$ cat src/rtl/core/msd_pkg.sv
// ----------------------------------------------------------------------------
// msd_pkg
// Shared types, constants and the reciprocal table of the motion activity
// and sleep detector.
// ----------------------------------------------------------------------------
package msd_pkg;

  // Field widths.
  localparam int ACTION_W   = 2;
  localparam int GYRO_W     = 16;
  localparam int ACCEL_W    = 16;
  localparam int DT_W       = 10;
  localparam int LEVEL_W    = 17;
  localparam int FRAC_W     = 8;
  localparam int ENERGY_W   = LEVEL_W + FRAC_W;
  localparam int TIME_W     = 22;
  localparam int DTC_W      = 8;
  localparam int CFG_IDX_W  = 3;
  localparam int CFG_DATA_W = 22;

  // Tick handling.
  localparam int DT_MAX      = 250;
  localparam int DT_DIV      = 2000;
  localparam int RECIP_SHIFT = 36;
  localparam int RECIP_W     = 34;
  localparam int RECIP_N     = 2 ** DTC_W;
  localparam logic [TIME_W-1:0] STILL_MAX = '1;

  // Register reset values.
  localparam logic [TIME_W-1:0]  DROWSY_RST = TIME_W'(30000);
  localparam logic [TIME_W-1:0]  SLEEP_RST  = TIME_W'(120000);
  localparam logic [LEVEL_W-1:0] CALM_RST   = LEVEL_W'(160);
  localparam logic [LEVEL_W-1:0] WAKE_RST   = LEVEL_W'(960);

  typedef enum logic [ACTION_W-1:0] {
    ACT_SAMPLE = 2'd0,
    ACT_TICK   = 2'd1,
    ACT_SLEEPY = 2'd2,
    ACT_WAKE   = 2'd3
  } action_t;

  typedef enum logic [1:0] {
    ST_AWAKE  = 2'd0,
    ST_DROWSY = 2'd1,
    ST_ASLEEP = 2'd2
  } activity_t;

  typedef enum logic [CFG_IDX_W-1:0] {
    REG_ENABLE     = 3'd0,
    REG_SLEEPY_EN  = 3'd1,
    REG_DROWSY_MS  = 3'd2,
    REG_SLEEP_MS   = 3'd3,
    REG_CALM_LEVEL = 3'd4,
    REG_WAKE_LEVEL = 3'd5
  } cfg_reg_t;

  typedef struct packed {
    logic                 enable;
    logic                 sleepy_enable;
    logic [TIME_W-1:0]    drowsy_after_ms;
    logic [TIME_W-1:0]    sleep_after_ms;
    logic [LEVEL_W-1:0]   calm_level;
    logic [LEVEL_W-1:0]   wake_level;
  } cfg_t;

  typedef struct packed {
    logic [ACTION_W-1:0]       action;
    logic [GYRO_W-1:0]         gyro_mag;
    logic signed [ACCEL_W-1:0] accel_dev;
    logic [DT_W-1:0]           dt_ms;
  } item_t;

  typedef struct packed {
    logic [1:0] activity;
    logic       shake_pulse;
    logic       drowsy_entered;
    logic       asleep_entered;
    logic       woke;
    logic       wake_flash;
  } result_t;

  // Rounded-up reciprocals of 2000 / dt, scaled by 2^36. For any energy
  // difference below 2^25 the product shifted right by 36 equals the exact
  // floor of difference * dt / 2000.
  typedef logic [RECIP_W-1:0] recip_tab_t [RECIP_N];

  function automatic recip_tab_t make_recip();
    recip_tab_t tab;
    for (int i = 0; i < RECIP_N; i++) begin
      tab[i] = RECIP_W'(((64'(i) << RECIP_SHIFT) + 64'(DT_DIV - 1)) / 64'(DT_DIV));
    end
    return tab;
  endfunction

  localparam recip_tab_t RECIP_TAB = make_recip();

endpackage

$ cat src/rtl/core/msd_cfg_regs.sv
// ----------------------------------------------------------------------------
// msd_cfg_regs
// Configuration register file, written through a plain write port.
// ----------------------------------------------------------------------------
module msd_cfg_regs (
  input  logic                             clk,
  input  logic                             rst,
  input  logic                             wr_en,
  input  logic [msd_pkg::CFG_IDX_W-1:0]    wr_index,
  input  logic [msd_pkg::CFG_DATA_W-1:0]   wr_data,
  output msd_pkg::cfg_t                    cfg
);
  import msd_pkg::*;

  always_ff @(posedge clk) begin
    if (rst) begin
      cfg.enable          <= 1'b1;
      cfg.sleepy_enable   <= 1'b1;
      cfg.drowsy_after_ms <= DROWSY_RST;
      cfg.sleep_after_ms  <= SLEEP_RST;
      cfg.calm_level      <= CALM_RST;
      cfg.wake_level      <= WAKE_RST;
    end else if (wr_en) begin
      case (wr_index)
        REG_ENABLE:     cfg.enable          <= wr_data[0];
        REG_SLEEPY_EN:  cfg.sleepy_enable   <= wr_data[0];
        REG_DROWSY_MS:  cfg.drowsy_after_ms <= wr_data[TIME_W-1:0];
        REG_SLEEP_MS:   cfg.sleep_after_ms  <= wr_data[TIME_W-1:0];
        REG_CALM_LEVEL: cfg.calm_level      <= wr_data[LEVEL_W-1:0];
        REG_WAKE_LEVEL: cfg.wake_level      <= wr_data[LEVEL_W-1:0];
        default: ;
      endcase
    end
  end

endmodule

$ cat config.mk
export PLATFORM = sky130hd
export DESIGN_NAME = msd_cfg_regs
export DESIGN_NICKNAME = d
export VERILOG_FILES = /design/src/rtl/core/msd_pkg.sv /design/src/rtl/core/msd_cfg_regs.sv
export SDC_FILE = /design/constraint.sdc
export NUM_CORES = 1
export LEC_CHECK = 0
export ABC_AREA = 1
export ABC_CLOCK_PERIOD_IN_PS = 1300
export BUFFER_PORTS_ARGS = -buffer_cell sky130_fd_sc_hd__buf_2
export CAP_MARGIN = 10
export CORE_MARGIN = 1.5
export CORE_UTILIZATION = 50
export CTS_CLUSTER_DIAMETER = 30
export DETAILED_ROUTE_END_ITERATION = 16
export GPL_TIMING_DRIVEN = 1
export HOLD_SLACK_MARGIN = 0.12
export PLACE_DENSITY = 0.9
export SYNTH_ARGS = -nofsm -noshare
export SYNTH_HDL_FRONTEND = slang
export SYNTH_SLANG_ARGS = --single-unit
export TNS_END_PERCENT = 20
$ cat constraint.sdc
create_clock -name clk -period 1.3 [get_ports clk]
set_clock_uncertainty 0.15 [all_clocks]
set_input_delay 0 -clock clk [delete_from_list [all_inputs] [get_ports clk]]
set_output_delay 0 -clock clk [all_outputs]
set_load 0.05 [all_outputs]
# == Yosys cells after proc, flatten, opt, wreduce, memory -nomap -nowiden ==
# Cells that the tools add are included.
# classes
n_eq_ne,5
n_reduce_logical,7
# ops
op,count
$reduce_and 2->1,6
$eq 3x2->1 const B,2
$eq 3x3->1 const B,2
$eq 3x1->1 const B,1
$logic_not 3->1,1
# word_totals
register_bits,80
inputBits,28
output_inout_bits,80
elab_cells,18

# == Depth between registers and ports, before layout ==
# logic_depth
word_depth,2
ltp_mapped,6
depth_no_buf,5

# == Least setup slack after synthesis ==
# No wires, ideal clock.
# synth_timing
kind,flip-flop to flip-flop
startpoint,reg cfg[78] (netlist name)
endpoint,reg cfg[78] in the netlist's numbering
setup_time_ns,0.064
arrival_time_ns,0.838
path_slack_ns,0.248
stages_incl_launch_ff,3
period_less_slack_ns,1.052
cell_sequence,dfxtp_1 -> o21ai_0 -> nand3_1
# synth_lines
item,line,source
end: declaration,msd_cfg_regs.sv:11,output msd_pkg::cfg_t cfg

==> results.json <==
{
  "design.die.area_um2": 6980,
  "ys_warn_count": 0,
  "finalCritPeriodShare": 1.01,
  "dpl.hpwl_mm": 6.25,
  "n_antenna_cell": 0,
  "irDropWorstVdd_mv": 0.935,
  "top_register": "cfg",
  "cts_tree": "done",
  "wl_met1_mm": 3.79,
  "rsz0062_at_grt": "true",
  "cp_max_fo": 3,
  "grt_max_degree": 53,
  "clock_latency_ps": 350,
  "die_y_um": 83.6,
  "dp.cells": 621,
  "final_nets": 628,
  "post_drt_via_cell_ratio": 5.26,
  "final_cells": 682,
  "setup_ws_ps": -13.3,
  "worst_slew_pin_slew_ps": 372,
  "yosysSeqAreaShare": 0.493,
  "grt_antenna_before_repair": 0,
  "drc": 0,
  "ys_types": 15,
  "fin_crit_ps": 1310,
  "die_w_um": 83.6,
  "netlist_instances": 449,
  "syn_to_final_growth_pct": 40.5,
  "hold_violations": 0,
  "ant_nets": 0,
  "final_common_cell": "nor2_1",
  "first_pass_iters": 5,
  "power_density_nw_per_um2": 1240,
  "setup.worst_path.class": "input pin to flop",
  "cts-root-buf": "clkbuf_8",
  "numPortBuffers": 107,
  "numCtsBuffers": 9,
  "ios": 108,
  "final_cell_mix": "nor2_1, buf_2, nand2_1, nand3_1, dfxtp_1",
  "ys_ff_latch": 80,
  "placed_area_um2": 3840,
  "path_clk_slew_ps": 70,
  "syn_nets": 477,
  "rows": 29,
  "top_layer_used": "met4",
  "power_w": 0.00566,
  "gp_congestion": 0.874,
  "start_kind": "input pin",
  "worst_setup_path_end_kind": "flop",
  "first_global_vias": 3402,
  "setup_violations": 1,
  "drt-initial-drc-count": 263,
  "violations": "negative setup slack",
  "relSlewSlack": 0.751,
  "worst-endpoint-arrival_ps": 1390,
  "drt-total-wl_mm": 9.94,
  "fmax_mhz": 761,
  "wl_met2_mm": 4.89,
  "wl_per_cell_um": 14.6,
  "p_leak_nw": 2.30,
  "synthesis.area_um2": 3250,
  "final_cell_area_um2": 4560,
  "cts_sinks": 80,
  "final_max_slew_viol_count": 0,
  "clk_path_buf_depth": 2,
  "required_ps": 1380,
  "min_path_type": "input pin to flop",
  "via_count": 3584,
  "grt-ovfl-total": 0,
  "largest_reg_flops": 80,
  "h-tree-depth": 3,
  "track_usage": 0.282,
  "synth.avg_cell_area_um2": 7.23,
  "grt_pass1_wl_mm": 15.6,
  "route.met3.wl_um": 780,
  "max-cap-violations": 0,
  "coreArea_um2": 6310,
  "status": "finished with violations",
  "largestRegisters": "cfg x80",
  "initial_core_util": 0.514,
  "final_layout_size_suffix_gt1_frac": 0.260
}
## repair_timing
item                       in CTS  in global routing
buffers inserted                0                  2
setup endpoints to repair       0                 28
gates resized for setup         0                 11
hold endpoints to repair       80                 13
hold buffers                   45                  1
## through the flow
step | TNS, ps | hold slack, ps | utilization | setup WS [ps]
after floorplan | 0 | -36.8 | - | 248
after global placement | 0 | 67.6 | 0.608 | 173
after detailed placement | 0 | 74.5 | 0.608 | 99.6
after CTS | 0 | -56.3 | 0.716 | 18.0
after global routing | -36.7 | 39.4 | 0.722 | -23.2
final | -13.3 | 23.8 | 0.722 | -13.3
## cells in the mapped netlist
master / instances / area (um2)
nand3_1: 82 / 410
buf_2: 6 / 30.0
inv_2: 4 / 15.0
nor2_1: 110 / 413
buf_1: 5 / 18.8
nor2_4: 6 / 67.6
clkbuf_1: 3 / 11.3
buf_6: 9 / 101
inv_1: 25 / 93.8
buf_4: 1 / 7.51
nand2_1: 104 / 390
nand2_2: 4 / 25.0
nor2_2: 8 / 50.1
dfxtp_1: 80 / 1600
o21ai_0: 2 / 10.0
## cell type report
class                      instances  area, um2
inverter                          29        111
clock buffer                      14        173
sequential                        80       1600
timing repair buffer             164       1150
clock inverter                     2       60.1
multi-input combinational        316       1370
fill                             492       1750
tap                               77       96.3
## routing by layer
| metal | global-route usage | vias up |
|---|---|---|
| li1 | - | 1692 |
| met1 | 0.323 | 1649 |
| met2 | 0.480 | 200 |
| met3 | 0.0643 | 43 |
| met4 | 0.161 | 0 |
| met5 | 0 | - |
## where the power goes
part	internal, W	total [W]	switching [W]
logic	0.000301	0.000973	0.000672
clock network	0.00124	0.00210	0.000860
registers	0.00254	0.00258	0.0000473
total	0.00408	0.00566	0.00158
## cells by family after synthesis
family / share of synthesized area
DFF: 0.493
buffers and inverters: 0.0856
and+or+nand+nor: 0.418
AOI/OAI and AO/OA: 0.00308
## path summary, 6_finish.rpt
check | to | cells after the start | startpoint | slack [ps]
max reg2reg | cfg[11]$_SDFFE_PP0P_ | 3 | cfg[11]$_SDFFE_PP0P_ | 60
min reg2reg | cfg[41]$_SDFFE_PP1P_ | 2 | cfg[41]$_SDFFE_PP1P_ | 320
max | cfg[70]$_SDFFE_PP1P_ | 5 | wr_data[14] | -10
min | cfg[78]$_SDFFE_PP1P_ | 4 | wr_index[1] | 20
## critical path: stages
cell           delay (ps)
dlygate4sd3_1         540
buf_2                 160
nand2_1                70
dlygate4sd3_1         550
nand3_1                80
Power figures use the tool's default switching activity.
